`config.mk`:
```
export PLATFORM = sky130hd
export DESIGN_NAME = spm_ram
export DESIGN_NICKNAME = d
export VERILOG_FILES = /design/src/rtl/spm_ram.sv
export SDC_FILE = /design/constraint.sdc
export NUM_CORES = 1
export LEC_CHECK = 0
export ABC_AREA = 1
export ABC_CLOCK_PERIOD_IN_PS = 2350
export BUFFER_PORTS_ARGS = -buffer_cell sky130_fd_sc_hd__buf_2
export CORE_ASPECT_RATIO = 0.9
export CORE_MARGIN = 2
export CORE_UTILIZATION = 30
export CTS_BUF_LIST = sky130_fd_sc_hd__clkbuf_8
export DETAILED_ROUTE_END_ITERATION = 8
export PLACE_DENSITY = 0.5
export SKIP_LAST_GASP = 1
export SLEW_MARGIN = 10
export SYNTH_ARGS = -nofsm -noshare
export SYNTH_HDL_FRONTEND = slang
export SYNTH_SLANG_ARGS = --single-unit
```
`constraint.sdc`:
```
create_clock -name clk -period 2.35 [get_ports clk]
set_input_delay 0.47 -clock clk [delete_from_list [all_inputs] [get_ports clk]]
set_output_delay 0.47 -clock clk [all_outputs]
set_load 0.005 [all_outputs]
```
`src/rtl/spm_ram.sv`:
```
// ============================================================================
// spm_ram
// Generic simple dual-port RAM, one write port, one registered read port.
// ============================================================================
module spm_ram #(
    parameter int WIDTH = 8,
    parameter int DEPTH = 16,
    parameter int AW    = (DEPTH > 1) ? $clog2(DEPTH) : 1
) (
    input  logic             clk,
    input  logic             we,
    input  logic [AW-1:0]    waddr,
    input  logic [WIDTH-1:0] wdata,
    input  logic [AW-1:0]    raddr,
    output logic [WIDTH-1:0] rdata
);

    logic [WIDTH-1:0] mem [DEPTH];
    logic [WIDTH-1:0] rdata_reg;

    always_ff @(posedge clk)
    begin
        if (we)
        begin
            mem[waddr] <= wdata;
        end
        rdata_reg <= mem[raddr];
    end

    assign rdata = rdata_reg;

endmodule

```
Word-level counts from Yosys, hierarchy flattened
Memory sizes are Yosys's and may differ from the RTL's. A register that Yosys moved wholly into a read port is not among the register bits.
Index checks and enable logic that the tools add are counted.
{ "classes": {"muxes": 2} }
{ "op_table": {"columns": ["op", "count"], "rows": [
  ["$mux 1", 2]
]} }
{ "totals": {"ram_bits": 128, "out_inout_bits": 8, "register_bits": 0, "n_memories": 1} }
{ "memory_table": {"columns": ["name", "depth", "word_bits", "rd", "rd_clocked_by_memory_dff", "write_ports", "line", "source"], "rows": [
  ["mem", 16, 8, 1, 1, 1, "18", "logic [WIDTH-1:0] mem [DEPTH];"]
]} }

Depth between registers and ports, before layout
{ "depth": {"ltp_word": 2, "mapped_depth": 8, "depth_no_buf": 7} }

Worst setup path after synthesis
No wires, ideal clock.
{ "synth_timing": {"kind": "in2reg", "from": "in waddr[2]", "to": "mem mem[10][0] (enable)", "setup_slack_ns": 0.929, "t_required_ns": 1.980, "cell_stages": 2, "arrival_time_ns": 1.051, "setup_time_ns": 0.370, "path_cell_list": "nand3b_1 > nor2_1"} }
{ "synth_lines": {"columns": ["item", "line", "source"], "rows": [
  ["start, declared", "12", "input logic [AW-1:0] waddr,"],
  ["end, declared", "18", null]
]} }
No word-level cell before the write port.

Worst setup path in the final report
{ "layout_timing": {"from": "reg rdata_reg[5], in the netlist rdata[5] (read register of mem)", "to": "out rdata[5]"} }
{ "layout_lines": {"columns": ["item", "line", "source"], "rows": [
  ["start, declared", "19", "logic [WIDTH-1:0] rdata_reg;"],
  ["end, declared", "15", "output logic [WIDTH-1:0] rdata"]
]} }
No word-level cell between the ends.

==> flow_metrics.py <==
metrics = {
    "status": {
        "status": "completed",
    },
    "placed_design": {
        "dpl_cell_area_sq_um": 6180,
        "hpwl_microns": 8560,
        "dp.cells": 819,
        "place_congestion": 0.762,
        "port_buffers": 25,
    },
    "clock_network": {
        "cts_resized": 0,
        "clock_path_buffers": 2,
        "cts_tree": "done",
        "holdBufCountCts": 0,
        "cts-root-buf": "clkbuf_8",
        "cts.sinks": 136,
        "h-tree-depth": 4,
        "post_cts_buffers": 0,
        "numCtsBuffers": 17,
        "cts.reportedPaths.clkPinSlew_ns": 0.07,
        "clock_latency_ns": 0.46,
    },
    "cells_and_area": {
        "nets": 606,
        "seq_area_sq_um": 4000,
        "fill_cells": 1898,
        "largest_reg_flops": 128,
        "drive_above_1_share_pct": 11.0,
        "finalInstanceArea_sq_um": 6520,
        "antenna_cells": 0,
        "syn2layout_area_growth_pct": 13.0,
        "fin_util_pct": 34.2,
        "multiInputGateArea_sq_um": 1210,
        "fin_cells": 851,
    },
    "sta": {
        "tightestPinTransition_ns": 0.805,
        "min_period_ns": 1.43,
        "hold_viol": 0,
        "fmax_mhz": 699,
        "worst_clock_skew_ns": 0.00763,
        "slew_viol_final": 0,
        "finalSetupTns_ns": 0,
        "maxSlewHeadroom_pct": 46.1,
        "setup_violations": 0,
        "timing.final.crit_share_pct": 60.8,
        "rsz0062_at_grt": "false",
    },
    "critical_path": {
        "crit_chain": "buf_2",
        "startpoint_type": "flip-flop",
        "endpoint_kind": "primary output",
        "slowest_delay_ns": 0.37,
        "path_max_fanout": 1,
        "critical_path_required_ns": 1.88,
        "crit_type": "reg2out",
        "cp.arrival_ns": 0.96,
        "crit_family": "flip-flops",
        "critPathBufInv": 1,
        "slowest_stage": "dfxtp_1",
    },
    "floorplanning": {
        "die_x_microns": 150,
        "die_y_microns": 136,
        "pin_count": 26,
        "die_area_sq_um": 20300,
        "start_util_pct": 30.3,
        "rows": 48,
        "coreArea_sq_um": 19000,
    },
    "grt": {
        "grt_pass1_wl_microns": 21200,
        "grt_antenna_before_repair": 0,
        "overflow": 0,
        "grt.total_usage_pct": 14.6,
        "grt_max_degree": 35,
        "grt_pass1_vias": 3554,
    },
    "synthesis": {
        "synth_nets": 569,
        "seq_area_frac_synth_pct": 69.4,
        "syn_area_sq_um": 5770,
        "postSynthCellCount": 551,
        "yosysTopAreaCellShare_pct": 66.7,
        "synthTopCellsByArea": "edfxtp_1 (67%), nand2_1 (11%), nand3_1 (8.4%)",
        "yosys_warnings": 0,
        "ys_ff_latch": 136,
        "synth.distinct_cells": 12,
        "syn_area_per_cell_sq_um": 10.5,
        "yosys.area.top_type": "edfxtp_1",
    },
    "pwr": {
        "p_leak_nw": 2.82,
        "p_per_area_nw_per_um2": 726,
        "vdd_drop_max_v": 0.000391,
    },
    "run": {
        "max-cap-violations": 0,
    },
    "route": {
        "finalWirelength_microns": 13800,
        "drt-initial-drc-count": 429,
        "drc": 0,
        "avgRoutedWirePerCell_microns": 16.2,
        "routed_via_density": 4.38,
        "final_antenna_net_count": 0,
        "vias": 3729,
        "first_pass_iters": 5,
    },
    "hold_path": {
        "min_path_type": "in2reg",
    },
}
-- final timing paths --
| kind | start | endpoint | slack, ns | depth (start not counted) |
|---|---|---|---|---|
| max reg2reg | mem[10][5] | rdata[5] | 1.30 | 6 |
| max | rdata[5] | rdata[5] | 0.92 | 1 |
| min | raddr[3] | rdata[3] | 0.36 | 3 |
| min reg2reg | mem[13][1] | rdata[1] | 0.67 | 6 |
-- logic make-up (layout without fill, tap and decap cells) --
kind of cell / Yosys count / after routing / synth area share [%]
simple gates: 289 / 289 / 21.0
flops: 136 / 136 / 69.4
buf+inv: 126 / 176 / 9.52
-- stage by stage --
stage	hold WS, ns	power [W]	setup WS, ns
finish	0.357	0.00473	0.920
global placement	0.643	0.00311	0.553
detailed placement	0.660	0.00312	0.508
floorplan	0.569	0.00297	0.929
global route	0.340	0.00493	0.853
CTS	0.333	0.00478	0.861
-- routing by layer --
layer	global-route usage [%]	wire length [microns]
met1	21.0	6760
met3	4.01	713
met4	5.03	173
met5	0	0
met2	21.4	6120
-- where the power goes --
| part | total, W | internal [W] | leakage, nW | switching (W) |
|---|---|---|---|---|
| registers | 0.00273 | 0.00271 | 1.22 | 0.0000182 |
| clock network | 0.00168 | 0.000848 | 0.208 | 0.000830 |
| logic | 0.000329 | 0.0000951 | 1.38 | 0.000233 |
-- final cells by class --
type / count / share of cell area, %
Clock buffer: 19 / 4.01
Clock inverter: 13 / 1.19
Inverter: 102 / 5.87
Multi-Input combinational cell: 289 / 18.6
Sequential cell: 136 / 61.4
Tap cell: 250 / 4.80
Timing Repair Buffer: 42 / 4.07
-- Yosys cell counts --
cell type  count
buf_1          1
buf_2         13
buf_4          4
buf_6          6
dfxtp_1        8
edfxtp_1     128
inv_1        100
inv_2          2
nand2_1      173
nand3_1       97
nand3b_1       2
nor2_1        17
-- cell usage in the layout (no fill, tap or decap) --
cell type,Yosys,final
nand2_1,173,173
edfxtp_1,128,128
inv_1,100,109
nand3_1,97,97
buf_2,13,25
clkbuf_8,0,19
nor2_1,17,17
buf_4,4,16
dfxtp_1,8,8
inv_2,2,2
nand3b_1,2,2
clkinv_2,0,2
bufinv_16,0,1
clkinv_1,0,1
buf_12,0,1
No activity file was read; power rests on OpenSTA's default activity.
