==> src/rtl/spm_pkg.sv <==
// ============================================================================
// spm_pkg
// Shared types, codes and defaults for the sparse polynomial multiplier.
// ============================================================================
package spm_pkg;

    localparam int MAX_TERMS_DEF   = 64;
    localparam int MAX_EXP_DEF     = 63;
    localparam int COEFF_WIDTH_DEF = 16;

    localparam int REQ_W     = 2;
    localparam int COEF_IN_W = 16;
    localparam int EXP_IN_W  = 7;
    localparam int STATUS_W  = 2;
    localparam int ACC_W     = 48;

    localparam logic [REQ_W-1:0] REQ_CLEAR = 2'd0;
    localparam logic [REQ_W-1:0] REQ_LOAD  = 2'd1;
    localparam logic [REQ_W-1:0] REQ_MUL   = 2'd2;
    localparam logic [REQ_W-1:0] REQ_READ  = 2'd3;

    localparam logic [STATUS_W-1:0] ST_OK    = 2'd0;
    localparam logic [STATUS_W-1:0] ST_FULL  = 2'd1;
    localparam logic [STATUS_W-1:0] ST_RANGE = 2'd2;

    typedef struct packed {
        logic [REQ_W-1:0]            req_type;
        logic signed [COEF_IN_W-1:0] coefficient;
        logic [EXP_IN_W-1:0]         exponent;
    } req_t;

    typedef struct packed {
        logic [STATUS_W-1:0]     status;
        logic signed [ACC_W-1:0] product_coefficient;
        logic                    term_present;
        logic [EXP_IN_W-1:0]     exponent_echo;
    } rsp_t;

    typedef enum logic [2:0] {
        S_SWEEP,
        S_IDLE,
        S_WALK,
        S_DRAIN,
        S_READ
    } state_t;

    typedef struct packed {
        logic s1_valid;
        logic s2_valid;
    } pipe_stat_t;

endpackage

==> src/rtl/spm_mac.sv <==
// ============================================================================
// spm_mac
// Term multiply and product-store read-modify-write with saturation.
// Stage 1 forms the product index and the product; stage 2 adds, clamps
// and writes back. A write that collides with the next read is forwarded.
// ============================================================================
module spm_mac #(
    parameter int COEFF_WIDTH = spm_pkg::COEFF_WIDTH_DEF,
    parameter int EXP_W       = 6,
    parameter int PIDX_W      = 7
) (
    input  logic                          clk,
    input  logic                          rst_n,
    input  logic                          issue,
    input  logic signed [COEFF_WIDTH-1:0] term_coeff,
    input  logic [EXP_W-1:0]              term_exp,
    input  logic signed [COEFF_WIDTH-1:0] mul_coeff,
    input  logic [EXP_W-1:0]              mul_exp,
    input  logic [spm_pkg::ACC_W:0]       prod_rdata,
    output logic [PIDX_W-1:0]             prod_raddr,
    output logic                          prod_we,
    output logic [PIDX_W-1:0]             prod_waddr,
    output logic [spm_pkg::ACC_W:0]       prod_wdata,
    output spm_pkg::pipe_stat_t           stat
);

    localparam int ACC_W = spm_pkg::ACC_W;
    localparam int PW    = 2 * COEFF_WIDTH;
    localparam int SUM_W = ((PW > ACC_W) ? PW : ACC_W) + 1;

    logic                    s1_valid_reg, s1_valid_next;
    logic                    s2_valid_reg, s2_valid_next;
    logic signed [PW-1:0]    mul_reg, mul_next;
    logic [PIDX_W-1:0]       k_reg, k_next;
    logic                    fwd_valid_reg, fwd_valid_next;
    logic [PIDX_W-1:0]       fwd_addr_reg, fwd_addr_next;
    logic signed [ACC_W-1:0] fwd_data_reg, fwd_data_next;

    logic signed [ACC_W-1:0] old_val;
    logic signed [SUM_W-1:0] sum;
    logic signed [ACC_W-1:0] sat;
    logic                    no_ovf;

    // stage 1
    always_comb
    begin
        s1_valid_next = issue;
        s2_valid_next = s1_valid_reg;
        k_next        = PIDX_W'(term_exp) + PIDX_W'(mul_exp);
        mul_next      = term_coeff * mul_coeff;
    end

    assign prod_raddr = k_next;

    // stage 2
    always_comb
    begin
        if (fwd_valid_reg && (fwd_addr_reg == k_reg))
        begin
            old_val = fwd_data_reg;
        end
        else
        begin
            old_val = $signed(prod_rdata[ACC_W-1:0]);
        end
        sum    = SUM_W'(old_val) + SUM_W'(mul_reg);
        no_ovf = (&sum[SUM_W-1:ACC_W-1]) || !(|sum[SUM_W-1:ACC_W-1]);
        if (no_ovf)
        begin
            sat = sum[ACC_W-1:0];
        end
        else if (sum[SUM_W-1])
        begin
            sat = {1'b1, {(ACC_W-1){1'b0}}};
        end
        else
        begin
            sat = {1'b0, {(ACC_W-1){1'b1}}};
        end
        fwd_valid_next = s2_valid_reg;
        fwd_addr_next  = k_reg;
        fwd_data_next  = sat;
    end

    assign prod_we       = s2_valid_reg;
    assign prod_waddr    = k_reg;
    assign prod_wdata    = {1'b1, sat};
    assign stat.s1_valid = s1_valid_reg;
    assign stat.s2_valid = s2_valid_reg;

    always_ff @(posedge clk or negedge rst_n)
    begin
        if (!rst_n)
        begin
            s1_valid_reg  <= 1'b0;
            s2_valid_reg  <= 1'b0;
            fwd_valid_reg <= 1'b0;
        end
        else
        begin
            s1_valid_reg  <= s1_valid_next;
            s2_valid_reg  <= s2_valid_next;
            fwd_valid_reg <= fwd_valid_next;
        end
    end

    always_ff @(posedge clk)
    begin
        if (s1_valid_reg)
        begin
            mul_reg <= mul_next;
            k_reg   <= k_next;
        end
        fwd_addr_reg <= fwd_addr_next;
        fwd_data_reg <= fwd_data_next;
    end

endmodule

==> config.mk <==
export PLATFORM = sky130hd
export DESIGN_NAME = spm_mac
export DESIGN_NICKNAME = d
export VERILOG_FILES = /design/src/rtl/spm_pkg.sv /design/src/rtl/spm_mac.sv
export SDC_FILE = /design/constraint.sdc
export NUM_CORES = 1
export LEC_CHECK = 0
export BUFFER_PORTS_ARGS = -buffer_cell sky130_fd_sc_hd__buf_2
export CAP_MARGIN = 10
export CORE_ASPECT_RATIO = 0.75
export CORE_MARGIN = 3
export CORE_UTILIZATION = 30
export CTS_CLUSTER_DIAMETER = 40
export DETAILED_ROUTE_END_ITERATION = 8
export HOLD_SLACK_MARGIN = 0.08
export PLACE_DENSITY = 0.47
export SYNTH_ARGS = -nofsm -noshare
export SYNTH_HDL_FRONTEND = slang
export SYNTH_SLANG_ARGS = --single-unit
==> constraint.sdc <==
create_clock -name clk -period 4.29 [get_ports clk]
set_input_delay 0.2145 -clock clk [delete_from_list [all_inputs] [get_ports clk]]
set_output_delay 0.2145 -clock clk [all_outputs]
set_load 0.01 [all_outputs]
# After elaboration in Yosys (flattened, before gate mapping)
# Cells that the tools add are included.
# W data, S select, Z words.
# totals
register_bits	97
in_bits	96
out_inout_bits	66
# classes
n_addsub	2
n_mul	1
eq_ne	1
muxes	3
n_reduce_logical	5
# ops
operator	n
$mux W48	3
$add A48 B32 Y49	1
$mul A16 B16 Y32	1
$add A6 B6 Y7	1
$eq A7 B7 Y1	1
$reduce_and A2 Y1	1
$reduce_or A2 Y1	1
$logic_and A1 B1 Y1	1
$logic_not A1 Y1	1
$logic_or A1 B1 Y1	1

# Longest topological paths before layout
# logic_depth
ltp_word	8
mapped_depth	24
ltp_nobuf	23

# Worst setup path before layout
# OpenSTA, ideal clock, no wires.
# synth_path
path_kind	in2reg
start	input term_coeff[12]
end	register mul_reg[30], data pin
arrival_ns	5.625
setup_slack_ns	-1.515
cell_stages	19
n_path_buf	1
cell_sequence	clkbuf_1 -> nand2_1 -> fa_1 -> fa_1 -> fa_1 -> inv_1 -> fa_1 -> fa_1 -> fa_1 -> ha_1 -> a21o_1 -> a21o_1 -> a221o_1 -> a21oi_1 -> nand2_1 -> a31o_2 -> a41oi_1 -> a21oi_1 -> o311ai_1
# synth_via
elab_chain_cells	1
# synth_rtl
item	line	rtl
from (decl)	spm_mac.sv:15	input logic signed [COEFF_WIDTH-1:0] term_coeff,
$mul A16 B16 Y32	spm_mac.sv:50	mul_next = term_coeff * mul_coeff;
via mul_next[30]	spm_mac.sv:33	logic signed [PW-1:0] mul_reg, mul_next;
to (signal assigned)	spm_mac.sv:111	mul_reg <= mul_next;
to (decl)	spm_mac.sv:33	
# The timed path passes the listed nets, and every way through them passes these cells.
# A chain may end at the register's enable or synchronous reset.

# Final worst setup path
# layout_path
start	input mul_coeff[1]
end	register mul_reg[20], data pin
# layout_via
elab_chain_cells	1
# layout_rtl
item	line	rtl
from (decl)	spm_mac.sv:17	input logic signed [COEFF_WIDTH-1:0] mul_coeff,
$mul A16 B16 Y32	spm_mac.sv:50	
via mul_next[20]	spm_mac.sv:33	
# The timed path passes the listed nets, and every way through them passes these cells.

==> run_results.csv <==
group,metric,value,unit
run_status,status,"finished with violations",
run_status,violations,"negative setup slack",
detailed_routing,postRouteAntennaNets,0,
floorplan,fp.dieH,208,um
yosys,synth.yosys.warnings,0,
yosys,ys.flop_type,"dfxtp_1",
sta,timing.setup.tns,-72240,ps
floorplan,dieArea,57100,sq um
yosys,synth_seq_cells,97,
sta,max_slew.worst_pin.slew,917,ps
clock_tree,clock_latency,370,ps
floorplan,num_io_pins,162,
cells_and_area,largest_register_ffs,48,
worst_setup_path,end_kind,"flop",
worst_setup_path,worstSetupStartpointType,"input pin",
yosys,synthesis.nets,2203,
worst_setup_path,slowest_delay,540,ps
global_routing,grt.overflow.total,0,
cells_and_area,drive_above_1_share,37.4,%
clock_tree,clock-root-buffer,"clkbuf_16",
clock_tree,cts.clk_slew.worst_paths,70,ps
detailed_routing,drc,0,
detailed_routing,drt_pass1_iterations,5,
yosys,synth_edf_count,39,
yosys,synth_area_leader_cell,"fa_1",
sta,max_freq,0.181,GHz
run,maxCapViolCount,0,
cells_and_area,ff_latch_area,2350,sq um
worst_setup_path,worst-path-buf-inv,6,
cells_and_area,fillers,5289,
yosys,synth_common_cells,"inv_1 (304), fa_1 (264), nand2_1 (170)",
cells_and_area,area_growth,39.1,%
global_routing,grt_pass1_wl,75.4,mm
yosys,synth_area_leaders,"fa_1 (32%), ha_1 (10%), edfxtp_1 (7.2%)",
detailed_routing,routed_via_density,4.53,
place,numPortBuffers,159,
yosys,yosys.cell_count.top_type,"inv_1",
detailed_routing,via_count,13200,
worst_setup_path,crit_chain,"buf_12 -> buf_12 -> and2_4 -> fa_1 -> inv_2 -> fa_2 -> inv_2 -> fa_1 -> inv_1 -> fa_1 -> fa_1 -> fa_1 -> inv_2 -> ha_4 -> a21o_1 -> a221o_1 -> a21oi_2 -> a21boi_2 -> o21a_1 -> o21a_1 -> or4b_1 -> nand3_1",
worst_setup_path,crit_top_cell,"fa_1",
yosys,synth_area_per_cell,9.54,sq um
sta,setup_viol,118,
sta,final.setup.worst_slack,-1230,ps
detailed_routing,drtIter0Drc,465,
floorplan,rows,73,
sta,hold_viol_final,0,
sta,slew_headroom,38.9,%
global_routing,grt_max_degree,42,
worst_hold_path,worstHoldPathType,"in2reg",
cells_and_area,multi_input_area,13300,sq um
global_routing,antenna_found_initial,0,
floorplan,die_w,275,um
worst_setup_path,slowest_stage,"fa_1",
place,gp_congestion,0.854,
worst_setup_path,crit_fanout,4,
clock_tree,cts.htree.levels,3,
floorplan,core,53300,sq um
worst_setup_path,arrival,5750,ps
sta,rsz0062_at_grt,"true",
yosys,synthCells,1707,
sta,drv_slew,0,
detailed_routing,drt-total-wl,45.1,mm
floorplan,initial_utilization,30.5,%
yosys,ys_async_sr_fraction,3.09,%
global_routing,track_usage,16.5,%
clock_tree,clockBufferDepth,2,
yosys,seq_area_frac_synth,14.4,%
place,dp_hpwl,38.1,mm
worst_setup_path,worstSetupPathType,"in2reg",
clock_tree,cts.sinks,97,
worst_setup_path,required,4520,ps
cells_and_area,diodes,0,
sta,hold_slack,170,ps
detailed_routing,wire_per_inst,15.4,um
worst_setup_path,crit_family,"adder cells",
sta,period_share,129,%
clock_tree,cts_tree,"done",
sta,clock_skew,10.5,ps
yosys,synth_top_area_share,32.5,%
yosys,yosysUniqueCellTypes,72,
global_routing,grt_pass1_vias,14600,
cells_and_area,nets,2701,
yosys,netlist_area,16300,sq um
sta,period_minus_slack,5520,ps
clock_tree,cts_made_buffers,9,
worst reg2reg max path: cells and delay by family (launching register included):
kind	cells	cell delay, ps
AO/OA/AOI/OAI	8	1800
XOR/XNOR	1	170
adder cells (fa/ha/maj)	3	860
buffers and inverters	5	660
flip-flops	1	400
multiplexers	1	300
AND/OR/NAND/NOR	2	380
logic make-up after synthesis:
group / Yosys count / share of synthesized area (%)
flops: 97 / 14.4
xor+xnor: 87 / 4.68
fa+ha+maj: 447 / 46.0
simple gates: 423 / 12.8
other cells: 1 / 0.0230
buf+inv: 371 / 8.94
mux: 49 / 3.38
compound gates: 232 / 9.77
layout make-up:
class                           count  share of cell area [%]
Clock buffer                        9                   0.994
Clock inverter                      7                   0.337
Inverter                          304                    5.07
Multi-Input combinational cell   1239                    58.9
Sequential cell                    97                    10.4
Tap cell                          712                    3.93
Timing Repair Buffer              554                    20.4
worst paths after layout:
check,from,endpoint,slack [ps],cells after the start
min in group asynchronous,rst_n,s1_valid_reg,180,2
hold reg to reg,prod_we,fwd_valid_reg,410,0
hold / removal,mul_exp[0],prod_waddr[0],170,2
setup / recovery,mul_coeff[1],mul_reg[20],-1230,22
setup reg to reg,prod_waddr[5],fwd_data_reg[23],-400,20
max in group asynchronous,rst_n,s1_valid_reg,4000,2
through the flow:
step	util [%]	cell area, sq um	setup WS (ps)	cells
floorplan	-	16700	-1270	1707
global placement	38.6	20600	-1770	2848
detailed placement	38.6	20600	-1790	2848
CTS	41.4	22100	-1190	2905
global route	42.5	22600	-1370	2922
finish	42.5	22600	-1230	2922
cell usage in the layout (no fill, tap or decap), types with 6 or more instances in the layout:
master,instances
and3_1,9
nor2_4,6
nor2_1,42
xor2_1,23
nor2b_1,6
edfxtp_1,39
fa_1,254
clkbuf_16,9
buf_2,94
and2_1,106
a21oi_1,52
xnor2_2,6
buf_12,17
nand3_1,14
buf_6,84
fa_2,10
ha_4,14
o211ai_1,7
inv_2,21
a21oi_2,16
o21bai_1,12
buf_16,6
and2_4,21
o21ai_2,6
mux2_2,47
a21o_1,35
xnor2_1,56
dfxtp_1,55
nand2_2,9
inv_1,281
nand4_1,17
o21a_1,11
nor3_1,6
o21ai_0,24
ha_1,117
buf_4,346
maj3_2,47
nand2b_1,8
nand2_1,160
per-layer routing:
metal | wire, um | track usage [%] | up-vias
met5 | 0 | 0 | -
li1 | - | - | 6473
met1 | 21400 | 22.9 | 6557
met2 | 21800 | 28.1 | 187
met4 | 336 | 2.04 | 0
met3 | 1430 | 2.10 | 21
what timing repair did:
item                                   CTS  global route
pin swaps                               73            76
buffers inserted                        32            19
resized for setup                      184            94
setup endpoints to repair              118           118
hold buffers                             2             0
cloned                                   8             0
endpoints found under the hold margin    4             0
Power is left out: the tool's default activity adds up to more than one toggle a clock period on the data nets, which glitch-free logic cannot reach.
